[src/rtl/agre_pkg.sv]
// Shared types, constants and helpers of the alignment gap run encoder.
// No dependencies; every other file of the block but the defines header uses it.
package agre_pkg;

	localparam int POS_BITS = 31;
	localparam int CFG_IDX_BITS = 2;

	localparam logic [CFG_IDX_BITS-1:0] CFG_WINDOW_COL_START = 2'd0;
	localparam logic [CFG_IDX_BITS-1:0] CFG_WINDOW_COL_END = 2'd1;

	localparam logic STREAM_ROW = 1'b0;
	localparam logic STREAM_COL = 1'b1;

	// One-hot work steps of the back end, taken in this order.
	localparam int NUM_STEPS = 5;
	localparam logic [NUM_STEPS-1:0] STEP_ROW_GAP = 5'b00001;
	localparam logic [NUM_STEPS-1:0] STEP_COL_GAP = 5'b00010;
	localparam logic [NUM_STEPS-1:0] STEP_RUN = 5'b00100;
	localparam logic [NUM_STEPS-1:0] STEP_FLUSH_COL = 5'b01000;
	localparam logic [NUM_STEPS-1:0] STEP_FLUSH_ROW = 5'b10000;

	typedef logic [POS_BITS-1:0] pos_t;

	typedef struct packed {
		pos_t row_pos;
		pos_t col_pos;
		logic last_pair;
	} pair_t;

	typedef struct packed {
		logic stream_sel;
		pos_t run_len;
		pos_t gap_len;
		logic last_token;
	} token_t;

	typedef struct packed {
		logic init;
		logic run;
		logic row_gap;
		logic col_gap;
		logic flush;
		pos_t d_row;
		pos_t d_col;
	} cmd_t;

	function automatic pos_t sat_add(input pos_t a, input pos_t b);
		logic [POS_BITS:0] sum;
		sum = {1'b0, a} + {1'b0, b};
		return sum[POS_BITS] ? '1 : sum[POS_BITS-1:0];
	endfunction

endpackage

[src/rtl/agre_front.sv]
// Front end: accepts pairs, applies the column window and finds row and column gaps.
// Depends on agre_pkg; feeds commands to agre_fifo.
module agre_front (
	input  logic                   clk,
	input  logic                   arst_n,
	input  logic                   in_valid,
	output logic                   in_stall,
	input  agre_pkg::pair_t        in_data,
	input  agre_pkg::pos_t         window_start,
	input  agre_pkg::pos_t         window_end,
	output logic                   push,
	output agre_pkg::cmd_t         push_cmd,
	input  logic                   full
);

	localparam int P = agre_pkg::POS_BITS;

	agre_pkg::pos_t prev_row_q;
	agre_pkg::pos_t prev_col_q;
	logic started_q;
	logic stopped_q;

	logic accept;
	logic start_hit;
	logic stop_hit;
	logic normal;
	logic [P:0] row_diff;
	logic [P:0] col_diff;
	logic row_gap;
	logic col_gap;

	assign in_stall = full;
	assign accept = in_valid && !full;

	assign start_hit = !started_q && (in_data.col_pos >= window_start);
	assign stop_hit = started_q && !stopped_q && (in_data.col_pos > window_end);
	assign normal = started_q && !stopped_q && !(in_data.col_pos > window_end);

	// A step of more than one position is a gap; zero or backward steps are not.
	assign row_diff = {1'b0, in_data.row_pos} - {1'b0, prev_row_q} - (P+1)'(1);
	assign col_diff = {1'b0, in_data.col_pos} - {1'b0, prev_col_q} - (P+1)'(1);
	assign row_gap = !row_diff[P] && (row_diff != '0);
	assign col_gap = !col_diff[P] && (col_diff != '0);

	always_comb begin
		push_cmd.init = start_hit;
		push_cmd.run = start_hit || normal;
		push_cmd.row_gap = normal && row_gap;
		push_cmd.col_gap = normal && col_gap;
		push_cmd.flush = in_data.last_pair && (started_q || start_hit);
		push_cmd.d_row = row_diff[P-1:0];
		push_cmd.d_col = col_diff[P-1:0];
	end

	assign push = accept && (push_cmd.run || push_cmd.flush);

	always_ff @(posedge clk or negedge arst_n) begin
		if (!arst_n) begin
			prev_row_q <= '0;
			prev_col_q <= '0;
			started_q <= 1'b0;
			stopped_q <= 1'b0;
		end else if (accept) begin
			if (in_data.last_pair) begin
				prev_row_q <= '0;
				prev_col_q <= '0;
				started_q <= 1'b0;
				stopped_q <= 1'b0;
			end else begin
				if (start_hit || normal) begin
					prev_row_q <= in_data.row_pos;
					prev_col_q <= in_data.col_pos;
				end
				if (start_hit) begin
					started_q <= 1'b1;
				end
				if (stop_hit) begin
					stopped_q <= 1'b1;
				end
			end
		end
	end

endmodule

[src/rtl/agre_fifo.sv]
// Short command queue between the front end and the back end.
// Depends on agre_pkg for the command type.
module agre_fifo #(
	parameter int DEPTH = 4
) (
	input  logic           clk,
	input  logic           arst_n,
	input  logic           push,
	input  agre_pkg::cmd_t push_data,
	output logic           full,
	input  logic           pop,
	output logic           head_valid,
	output agre_pkg::cmd_t head_data
);

	localparam int IDX_BITS = (DEPTH > 1) ? $clog2(DEPTH) : 1;
	localparam int CNT_BITS = $clog2(DEPTH + 1);

	agre_pkg::cmd_t mem_q [DEPTH];
	logic [IDX_BITS-1:0] wr_ptr_q;
	logic [IDX_BITS-1:0] rd_ptr_q;
	logic [CNT_BITS-1:0] count_q;

	logic do_push;
	logic do_pop;

	assign full = (count_q == CNT_BITS'(DEPTH));
	assign head_valid = (count_q != '0);
	assign head_data = mem_q[rd_ptr_q];
	assign do_push = push && !full;
	assign do_pop = pop && head_valid;

	always_ff @(posedge clk) begin
		if (do_push) begin
			mem_q[wr_ptr_q] <= push_data;
		end
	end

	always_ff @(posedge clk or negedge arst_n) begin
		if (!arst_n) begin
			wr_ptr_q <= '0;
			rd_ptr_q <= '0;
			count_q <= '0;
		end else begin
			if (do_push) begin
				wr_ptr_q <= (wr_ptr_q == IDX_BITS'(DEPTH - 1)) ? '0 : wr_ptr_q + IDX_BITS'(1);
			end
			if (do_pop) begin
				rd_ptr_q <= (rd_ptr_q == IDX_BITS'(DEPTH - 1)) ? '0 : rd_ptr_q + IDX_BITS'(1);
			end
			if (do_push && !do_pop) begin
				count_q <= count_q + CNT_BITS'(1);
			end else if (do_pop && !do_push) begin
				count_q <= count_q - CNT_BITS'(1);
			end
		end
	end

endmodule

[src/rtl/agre_back.sv]
// Back end: keeps the row and column runs and issues at most one token per cycle, held by out_stall.
// Depends on agre_pkg; takes commands from agre_fifo and drives the output register.
module agre_back (
	input  logic            clk,
	input  logic            arst_n,
	input  logic            head_valid,
	input  agre_pkg::cmd_t  head_data,
	output logic            pop,
	output logic            out_valid,
	input  logic            out_stall,
	output agre_pkg::token_t out_data
);

	localparam int S = agre_pkg::NUM_STEPS;

	agre_pkg::pos_t row_run_q;
	agre_pkg::pos_t col_run_q;
	logic [S-1:0] done_q;
	logic out_valid_q;
	agre_pkg::token_t out_q;

	logic [S-1:0] need;
	logic [S-1:0] pend;
	logic [S-1:0] sel;
	logic emits;
	logic out_free;
	logic go;
	logic final_step;
	agre_pkg::token_t tok;

	assign need = {head_data.flush, head_data.flush, head_data.run,
		head_data.col_gap, head_data.row_gap};
	assign pend = need & ~done_q;
	assign sel = pend & (~pend + S'(1));
	assign final_step = ((pend & ~sel) == '0);
	assign emits = (sel & (agre_pkg::STEP_ROW_GAP | agre_pkg::STEP_COL_GAP |
		agre_pkg::STEP_FLUSH_COL | agre_pkg::STEP_FLUSH_ROW)) != '0;
	assign out_free = !out_valid_q || !out_stall;
	assign go = head_valid && (!emits || out_free);
	assign pop = go && final_step;

	always_comb begin
		tok.stream_sel = agre_pkg::STREAM_ROW;
		tok.run_len = row_run_q;
		tok.gap_len = '0;
		tok.last_token = 1'b0;
		unique case (sel)
			agre_pkg::STEP_ROW_GAP: begin
				tok.stream_sel = agre_pkg::STREAM_COL;
				tok.run_len = col_run_q;
				tok.gap_len = head_data.d_row;
			end
			agre_pkg::STEP_COL_GAP: begin
				tok.gap_len = head_data.d_col;
			end
			agre_pkg::STEP_FLUSH_COL: begin
				tok.stream_sel = agre_pkg::STREAM_COL;
				tok.run_len = col_run_q;
			end
			agre_pkg::STEP_FLUSH_ROW: begin
				tok.last_token = 1'b1;
			end
			default: begin
			end
		endcase
	end

	always_ff @(posedge clk or negedge arst_n) begin
		if (!arst_n) begin
			row_run_q <= '0;
			col_run_q <= '0;
			done_q <= '0;
		end else if (go) begin
			done_q <= final_step ? '0 : (done_q | sel);
			unique case (sel)
				agre_pkg::STEP_ROW_GAP: begin
					col_run_q <= '0;
					row_run_q <= agre_pkg::sat_add(row_run_q, head_data.d_row);
				end
				agre_pkg::STEP_COL_GAP: begin
					row_run_q <= '0;
					col_run_q <= agre_pkg::sat_add(col_run_q, head_data.d_col);
				end
				agre_pkg::STEP_RUN: begin
					if (head_data.init) begin
						row_run_q <= agre_pkg::pos_t'(1);
						col_run_q <= agre_pkg::pos_t'(1);
					end else begin
						row_run_q <= agre_pkg::sat_add(row_run_q, agre_pkg::pos_t'(1));
						col_run_q <= agre_pkg::sat_add(col_run_q, agre_pkg::pos_t'(1));
					end
				end
				agre_pkg::STEP_FLUSH_ROW: begin
					row_run_q <= '0;
					col_run_q <= '0;
				end
				default: begin
				end
			endcase
		end
	end

	always_ff @(posedge clk or negedge arst_n) begin
		if (!arst_n) begin
			out_valid_q <= 1'b0;
		end else if (out_free) begin
			out_valid_q <= go && emits;
		end
	end

	always_ff @(posedge clk) begin
		if (out_free && go && emits) begin
			out_q <= tok;
		end
	end

	assign out_valid = out_valid_q;
	assign out_data = out_q;

endmodule

[src/rtl/alignment_gap_run_encoder.sv]
// Top level of the alignment gap run encoder: window registers, front end, queue, back end.
// Depends on agre_pkg, agre_front, agre_fifo and agre_back.
//
//   channel   handshake               payload
//   in        in_valid / in_stall     in_data   (agre_pkg::pair_t)
//   out       out_valid / out_stall   out_data  (agre_pkg::token_t)
//   cfg       cfg_we                  cfg_index, cfg_wdata
//
// Pairs can enter every cycle while the command queue is not full.
// Each token, and the run update of each pair that extends the runs, takes a back-end step;
// a token waiting on out_stall holds the back end, and the
// QUEUE_DEPTH-entry command queue absorbs these bursts.
// Reset clears control state, runs and window_col_start; window_col_end resets to all ones.
// in_stall is high only while the command queue is full.

module alignment_gap_run_encoder #(
	parameter int QUEUE_DEPTH = 4
) (
	input  logic                                clk,
	input  logic                                arst_n,
	input  logic                                in_valid,
	output logic                                in_stall,
	input  agre_pkg::pair_t                     in_data,
	output logic                                out_valid,
	input  logic                                out_stall,
	output agre_pkg::token_t                    out_data,
	input  logic                                cfg_we,
	input  logic [agre_pkg::CFG_IDX_BITS-1:0]   cfg_index,
	input  agre_pkg::pos_t                      cfg_wdata
);

	agre_pkg::pos_t window_start_q;
	agre_pkg::pos_t window_end_q;

	logic push;
	agre_pkg::cmd_t push_cmd;
	logic full;
	logic pop;
	logic head_valid;
	agre_pkg::cmd_t head_data;

	always_ff @(posedge clk or negedge arst_n) begin
		if (!arst_n) begin
			window_start_q <= '0;
			window_end_q <= '1;
		end else if (cfg_we) begin
			unique case (cfg_index)
				agre_pkg::CFG_WINDOW_COL_START: window_start_q <= cfg_wdata;
				agre_pkg::CFG_WINDOW_COL_END: window_end_q <= cfg_wdata;
				default: begin
				end
			endcase
		end
	end

	agre_front u_front (
		.clk          (clk),
		.arst_n       (arst_n),
		.in_valid     (in_valid),
		.in_stall     (in_stall),
		.in_data      (in_data),
		.window_start (window_start_q),
		.window_end   (window_end_q),
		.push         (push),
		.push_cmd     (push_cmd),
		.full         (full)
	);

	agre_fifo #(
		.DEPTH (QUEUE_DEPTH)
	) u_fifo (
		.clk        (clk),
		.arst_n     (arst_n),
		.push       (push),
		.push_data  (push_cmd),
		.full       (full),
		.pop        (pop),
		.head_valid (head_valid),
		.head_data  (head_data)
	);

	agre_back u_back (
		.clk        (clk),
		.arst_n     (arst_n),
		.head_valid (head_valid),
		.head_data  (head_data),
		.pop        (pop),
		.out_valid  (out_valid),
		.out_stall  (out_stall),
		.out_data   (out_data)
	);

endmodule

[config.mk]
export PLATFORM = sky130hd
export DESIGN_NAME = alignment_gap_run_encoder
export DESIGN_NICKNAME = d
export VERILOG_FILES = /design/src/rtl/agre_pkg.sv /design/src/rtl/agre_front.sv /design/src/rtl/agre_fifo.sv /design/src/rtl/agre_back.sv /design/src/rtl/alignment_gap_run_encoder.sv
export SDC_FILE = /design/constraint.sdc
export NUM_CORES = 1
export LEC_CHECK = 0
export BUFFER_PORTS_ARGS = -buffer_cell sky130_fd_sc_hd__buf_2
export CAP_MARGIN = 20
export CORE_ASPECT_RATIO = 2
export CORE_MARGIN = 2
export CORE_UTILIZATION = 50
export DETAILED_ROUTE_END_ITERATION = 6
export PLACE_DENSITY = 0.75
export SLEW_MARGIN = 0
export SYNTH_ARGS = -nofsm -noshare
export SYNTH_HDL_FRONTEND = slang
export SYNTH_SLANG_ARGS = --single-unit
[constraint.sdc]
create_clock -name clk -period 6.8 [get_ports clk]
set_input_delay 1.02 -clock clk [delete_from_list [all_inputs] [get_ports clk]]
set_output_delay 1.02 -clock clk [all_outputs]
set_load 0.01 [all_outputs]
==> results of run 1 <==
-- flip-flops by register name, indices dropped and copies added (netlist names) --
signal and count:
u_fifo.mem_q 268, u_back.out_data 64, u_back.col_run_q 31, u_back.row_run_q 31, u_front.prev_col_q 31, u_front.prev_row_q 31
window_end_q 31, window_start_q 31, u_back.done_q 5, u_fifo.count_q 3, u_fifo.rd_ptr_q 2, u_fifo.wr_ptr_q 2
u_back.out_valid 1, u_front.started_q 1, u_front.stopped_q 1
-- worst paths after layout --
path / startpoint / to / cells past startpoint
max: u_fifo.rd_ptr_q[0]$_DFFE_PN0P_ / u_back.col_run_q[6]$_DFFE_PN0P_ / 13
min: arst_n / u_front.prev_row_q[4]$_DFFE_PN0P_ / 1
max reg2reg: u_fifo.rd_ptr_q[0]$_DFFE_PN0P_ / u_back.col_run_q[6]$_DFFE_PN0P_ / 13
min reg2reg: u_front.prev_row_q[26]$_DFFE_PN0P_ / u_front.prev_row_q[26]$_DFFE_PN0P_ / 1
max in group asynchronous: arst_n / u_back.out_valid$_DFFE_PN0P_ / 2
min in group clk: u_front.prev_row_q[26]$_DFFE_PN0P_ / u_front.prev_row_q[26]$_DFFE_PN0P_ / 1
-- metrics by stage --
stage	area [um2]	worst slack, ps	hold WS (ps)
after global placement	31400	1200	472
after floorplan	29600	1510	454
after global routing	32900	1100	478
after detailed placement	31400	1100	481
after CTS	32900	1580	460
final	32900	1560	436
-- where the power goes --
| group | internal [W] | switching, W |
|---|---|---|
| Combinational | 0.00353 | 0.00574 |
| Clock | 0.00139 | 0.00126 |
| Sequential | 0.00506 | 0.000661 |
-- cell families (layout without fill, tap and decap cells) --
| group | after synthesis | count (layout) | synth area share (%) |
|---|---|---|---|
| compound gates | 775 | 775 | 17.2 |
| mux | 133 | 133 | 7.55 |
| buf+inv | 267 | 461 | 3.41 |
| simple gates | 564 | 564 | 9.41 |
| flops | 533 | 533 | 50.8 |
| fa+ha+maj | 200 | 200 | 8.57 |
| xor+xnor | 106 | 106 | 3.13 |
-- layer usage --
| layer | part of all wire [%] | vias to the layer above |
|---|---|---|
| met5 | 0.016 | - |
| met4 | 7.5 | 2 |
| met3 | 5.9 | 320 |
| met2 | 52 | 936 |
| met1 | 35 | 10700 |
| li1 | - | 10100 |
-- critical path, delay by kind of cell (launching register included) --
kind	cells	cell delay [ps]
buffers and inverters	2	720
AOI/OAI and AO/OA	6	2290
muxes	1	590
DFF	1	800
adders and majority gates	1	390
and+or+nand+nor	3	340
-- area by class of cell --
| class | instances | area (um2) |
|---|---|---|
| Fill cell | 4791 | 25900 |
| Multi-Input combinational cell | 1778 | 13600 |
| Sequential cell | 533 | 15000 |
| Clock buffer | 54 | 1220 |
| Inverter | 172 | 646 |
| Timing Repair Buffer | 201 | 1130 |
| Tap cell | 768 | 961 |
| Clock inverter | 34 | 292 |
-- cells in the final DEF (no fill, tap or decap), types with 34 or more instances in the layout --
cell type	count
a21oi_1	192
a22o_1	93
buf_2	166
a31oi_1	41
nand2_1	137
edfxtp_1	332
dfrtp_1	168
o22ai_1	38
a21o_1	66
mux4_2	66
mux2_2	63
inv_1	172
and3_1	34
ha_1	194
clkbuf_16	47
nor2_1	156
o21ai_0	181
nand3_1	43
xnor2_1	66
xor2_1	40
==> flow_metrics.env, run 1 <==
export IMPL_status="completed"
export IMPL_leakage_nw=13.3
export IMPL_yosysSeqAreaShare_pct=50.8
export IMPL_hold_viol_final=0
export IMPL_vias=22000
export IMPL_fin_skew_ps=40.1
export IMPL_drive_gt1_share_pct=17.7
export IMPL_synthTopCellsByArea="edfxtp_1 (34%), dfrtp_1 (14%), ha_1 (8.2%), mux4_2 (5.0%), a21oi_1 (3.2%)"
export IMPL_ys_seq_elements=533
export IMPL_dpl_hpwl_um=60600
export IMPL_ant_nets=0
export IMPL_drv_cap=0
export IMPL_drt_initial_drc_count=2009
export IMPL_place_gp_congestion=0.965
export IMPL_crit_type="flop to flop"
export IMPL_arrival_ps=5760
export IMPL_layoutNonFillerInstCount=3540
export IMPL_syn_num_nets=2878
export IMPL_peakVddDrop_mv=0.314
export IMPL_use_met2_pct=47.8
export IMPL_drcViolationCount=0
export IMPL_critPathLaunchType="flop"
export IMPL_final_nets=3033
export IMPL_drv_slew=0
export IMPL_max_stage_delay_ps=980
export IMPL_reg2reg_slack_ps=1560
export IMPL_root_buffer="clkbuf_16"
export IMPL_grt_use_met1_pct=27.9
export IMPL_grt_pass1_wl_um=126000
export IMPL_tightest_slew_ps=1110
export IMPL_async_flop_share_pct=37.7
export IMPL_dp_cells=3451
export IMPL_grt_pass1_vias=22900
export IMPL_yosysWarnings=0
export IMPL_grt_max_degree=128
export IMPL_required_ps=7330
export IMPL_powerDensity_nw_per_um2=536
export IMPL_die_area_um2=61300
export IMPL_num_rows=126
export IMPL_viasPerCell=6.21
export IMPL_setup_viol=0
export IMPL_period_minus_slack_ps=5240
export IMPL_wl_per_cell_um=22.7
export IMPL_grt_busiest_layer="met2"
export IMPL_first_pass_iters=6
export IMPL_areaGrowthSynthToFinish_pct=11.1
export IMPL_postSynthAreaPerCell_um2=11.5
export IMPL_cts_resized=0
export IMPL_hold_buffers=0
export IMPL_synth_flop_cell="edfxtp_1"
export IMPL_synth_most_common_cell="edfxtp_1"
export IMPL_clockBufferDepth=3
export IMPL_cts_htree_levels=2
export IMPL_port_buffer_count=166
export IMPL_max_slew_margin_pct=25.9
export IMPL_ys_types=84
export IMPL_yosys_area_top_type_share_pct=33.7
export IMPL_cts_sinks=533
export IMPL_antenna_found_initial=1
export IMPL_crit_fanout=31
export IMPL_hold_path_class="input port to asynchronous set/reset pin"
export IMPL_fin_total_pwr_w=0.0176
export IMPL_cts_buffers=47
export IMPL_cts_clk_slew_worst_paths_ps=60
export IMPL_diodes=0
export IMPL_max_freq_mhz=191
export IMPL_finalCritPeriodShare_pct=77.0
export IMPL_core_area_um2=58800
export IMPL_grt_util_all_layers_pct=26.4
export IMPL_wirelength_um=80400
export IMPL_die_x_um=176
export IMPL_cts_setup_buffers=0
export IMPL_end_kind="flop"
export IMPL_final_util_pct=56.0
export IMPL_synth_common_cells="edfxtp_1 (332), ha_1 (194), a21oi_1 (192), o21ai_0 (182), inv_1 (172)"
export IMPL_tns_ps=0
export IMPL_start_util_pct=50.4
export IMPL_clock_latency_ps=620
export IMPL_postSynthCellCount=2578
export IMPL_ios=167
export IMPL_synth_top_area_cell="edfxtp_1"
export IMPL_rsz0062_at_grt="no"
export IMPL_met3_usage_pct=4.19
export IMPL_die_height_um=348
export IMPL_grt_ovfl_total=0
export IMPL_synth_edf_count=332
export IMPL_crit_slowest_cell="a311o_1"
export IMPL_crit_chain="buf_4 -> mux4_2 -> ha_1 -> nand2_1 -> o21ai_0 -> nor2_1 -> a21oi_1 -> nand2_1 -> o31ai_1 -> a311o_1 -> inv_1 -> o21a_1 -> o21ai_0"
export IMPL_syn_cell_area_um2=29600
export IMPL_tritoncts="built"
Power figures use the tool's default switching activity.
==> run 2: changes to the inputs <==
Settings changed: ABC_AREA set to 1, PLACE_DENSITY 0.75 to 0.78.
Clock period 6.8 ns to 4.7 ns, I/O delays scaled along.
==> run 2 against run 1 <==
Against the previous run:
- clock skew shrank 15 ps
- sequential power grew 46%
- setup slack lost 1200 ps
- hold slack lost 360 ps
- routed wire length grew 32%
- largest cell class is now multi-input combinational cells
==> flow_metrics.env, run 2 <==
export IMPL_status="completed"
export IMPL_tightest_slew_ps=1090
export IMPL_path_delay_family="compound AO/OA/AOI/OAI gates"
export IMPL_rsz0062_at_grt="no"
export IMPL_cts_resized=0
export IMPL_drcViolationCount=0
export IMPL_synthTopCellsByArea="edfxtp_1 (30%), dfrtp_1 (13%), nand2_1 (13%), ha_1 (7.2%), o21ai_0 (5.9%)"
export IMPL_async_flop_share_pct=37.7
export IMPL_dpl_hpwl_um=82800
export IMPL_final_nets=4721
export IMPL_postSynthCellCount=4247
export IMPL_crit_slowest_cell="dfrtp_2"
export IMPL_grt_ovfl_total=0
export IMPL_wirelength_um=106000
export IMPL_wl_met2_um=55200
export IMPL_synth_flop_cell="edfxtp_1"
export IMPL_seqCellArea_um2=15000
export IMPL_ios=167
export IMPL_syn_num_nets=4547
export IMPL_antenna_found_initial=1
export IMPL_viasPerCell=5.66
export IMPL_hold_viol_final=0
export IMPL_hold_path_class="input port to asynchronous set/reset pin"
export IMPL_grt_max_degree=77
export IMPL_die_height_um=370
export IMPL_peakVddDrop_mv=0.641
export IMPL_synth_common_cells="nand2_1 (1119), inv_1 (511), nor2_1 (410), o21ai_0 (394), edfxtp_1 (332)"
export IMPL_cts_setup_buffers=0
export IMPL_tns_ps=0
export IMPL_fill_cells=6168
export IMPL_hold_slack_ps=74.8
export IMPL_areaGrowthSynthToFinish_pct=11.9
export IMPL_crit_fanout=20
export IMPL_cts_clk_slew_worst_paths_ps=70
export IMPL_arrival_ps=4830
export IMPL_core_area_um2=66600
export IMPL_max_slew_margin_pct=26.4
export IMPL_drv_cap=0
export IMPL_first_pass_iters=6
export IMPL_drt_initial_drc_count=2268
export IMPL_cts_htree_levels=2
export IMPL_place_gp_congestion=1.01
export IMPL_critPathLaunchType="flop"
export IMPL_end_kind="flop"
export IMPL_yosysWarnings=0
export IMPL_route_top_layer_used="met4"
export IMPL_max_freq_mhz=230
export IMPL_port_buffer_count=166
export IMPL_ant_nets=0
export IMPL_required_ps=5190
export IMPL_start_util_pct=50.3
export IMPL_leakage_nw=17.1
export IMPL_die_x_um=187
export IMPL_period_minus_slack_ps=4340
export IMPL_path_depth=16
export IMPL_grt_pass1_wl_um=162000
export IMPL_largest_reg_flops=268
export IMPL_mostFrequentLayoutCells="nand2_1 (1115), inv_1 (509), nor2_1 (408), o21ai_0 (394), edfxtp_1 (332)"
export IMPL_largest_register="u_fifo.mem_q"
export IMPL_multiInputGateArea_um2=16000
export IMPL_drive_gt1_share_pct=9.39
export IMPL_synth_top_area_cell="edfxtp_1"
export IMPL_fin_total_pwr_w=0.0315
export IMPL_powerDensity_nw_per_um2=840
export IMPL_tritoncts="built"
export IMPL_yosys_area_top_type_share_pct=29.8
export IMPL_synth_edf_count=332
export IMPL_cts_sinks=533
export IMPL_finalCritPeriodShare_pct=92.4
export IMPL_timing_rr_start="u_fifo.rd_ptr_q[1]$_DFFE_PN0P_"
export IMPL_num_rows=134
export IMPL_syn_cell_area_um2=33500
export IMPL_grt_pass1_vias=29700
export IMPL_crit_type="flop to flop"
export IMPL_crit_chain="inv_2 -> buf_4 -> o21ai_0 -> o22ai_1 -> ha_1 -> a21oi_1 -> o21ai_0 -> a21oi_1 -> nor2_1 -> nor2_1 -> nand2_1 -> o21ai_0 -> buf_4 -> nand2_1 -> nand2_1 -> o21ai_0"
export IMPL_wl_per_cell_um=19.9
export IMPL_postSynthAreaPerCell_um2=7.89
export IMPL_die_area_um2=69200
export IMPL_drv_slew=0
export IMPL_clockBufferDepth=3
export IMPL_setup_viol=0
export IMPL_layout_commonest_cell="nand2_1"
export IMPL_clock_latency_ps=620
export IMPL_root_buffer="clkbuf_16"
export IMPL_synth_most_common_cell="nand2_1"
export IMPL_ys_seq_elements=533
export IMPL_hold_buffers=0
export IMPL_grt_util_all_layers_pct=30.4
export IMPL_vias=30300
export IMPL_route_met3_wl_um=4630
export IMPL_cp_buffers_inverters=3
export IMPL_crit_start="u_fifo.rd_ptr_q[1]$_DFFE_PN0P_"
export IMPL_fin_skew_ps=25.0
export IMPL_ys_types=55
export IMPL_wl_met1_um=36500
export IMPL_cts_buffers=48
export IMPL_max_stage_delay_ps=550
export IMPL_path_common_cell="o21ai_0"
export IMPL_worst_r2r_cell_count=16
export IMPL_yosysSeqAreaShare_pct=44.9
==> run 2: changes by cell type after synthesis, moves of 43 or more <==
cell / previous run / this run
a21o_1: 66 / 12
a22o_1: 93 / 30
inv_1: 172 / 511
mux2_2: 63 / 1
mux4_2: 66 / 0
nand2_1: 137 / 1119
nand3_1: 43 / 241
nand4_1: 29 / 111
nor2_1: 158 / 410
nor3_1: 22 / 65
o21ai_0: 182 / 394
xnor2_1: 66 / 17
==> run 2: cell type report <==
type                            count  share of cell area (%)
Clock buffer                       59                    3.48
Multi-Input combinational cell   3061                    42.7
Clock inverter                     30                    1.04
Antenna cell                        1                 0.00667
Timing Repair Buffer              260                    4.52
Inverter                          517                    5.19
Sequential cell                   533                    40.1
Tap cell                          884                    2.95
==> run 2: logic make-up after synthesis <==
family	after synthesis	synth area share, %
buf+inv	653	7.55
xor+xnor	72	1.88
flops	533	44.9
fa+ha+maj	199	7.54
compound gates	761	12.5
simple gates	2028	25.6
mux	1	0.0336
==> run 2: path summary, 6_finish.rpt <==
check	to	slack, ps
min in group clk	window_end_q[25]$_DFFE_PN1P_	320
setup / recovery	u_back.row_run_q[15]$_DFFE_PN0P_	360
max in group asynchronous	window_end_q[25]$_DFFE_PN1P_	3650
setup reg to reg	u_back.row_run_q[15]$_DFFE_PN0P_	360
hold / removal	u_front.prev_row_q[5]$_DFFE_PN0P_	70
hold reg to reg	window_start_q[14]$_DFFE_PN0P_	480
==> run 2: metal layers <==
layer	up-vias	global-route usage [%]
li1	14600	-
met1	14200	30.8
met2	1083	57.0
met3	369	2.49
met4	0	24.4
met5	-	0
==> run 2: stage by stage <==
stage          cells  worst slack (ps)  utilization, %  cell area, um2
3_3_place_gp    5254               452            53.8           35800
2_1_floorplan   4247             -1130               -           33500
6_report        5345               358            56.3           37500
3_5_place_dp    5254               397            53.8           35800
4_1_cts         5343               375            56.3           37500
5_1_grt         5344               129            56.3           37500
==> run 2: power breakdown <==
part	internal, W	switching [W]
combinational	0.00601	0.0129
sequential	0.00736	0.000979
clock	0.00239	0.00185
total	0.0158	0.0157
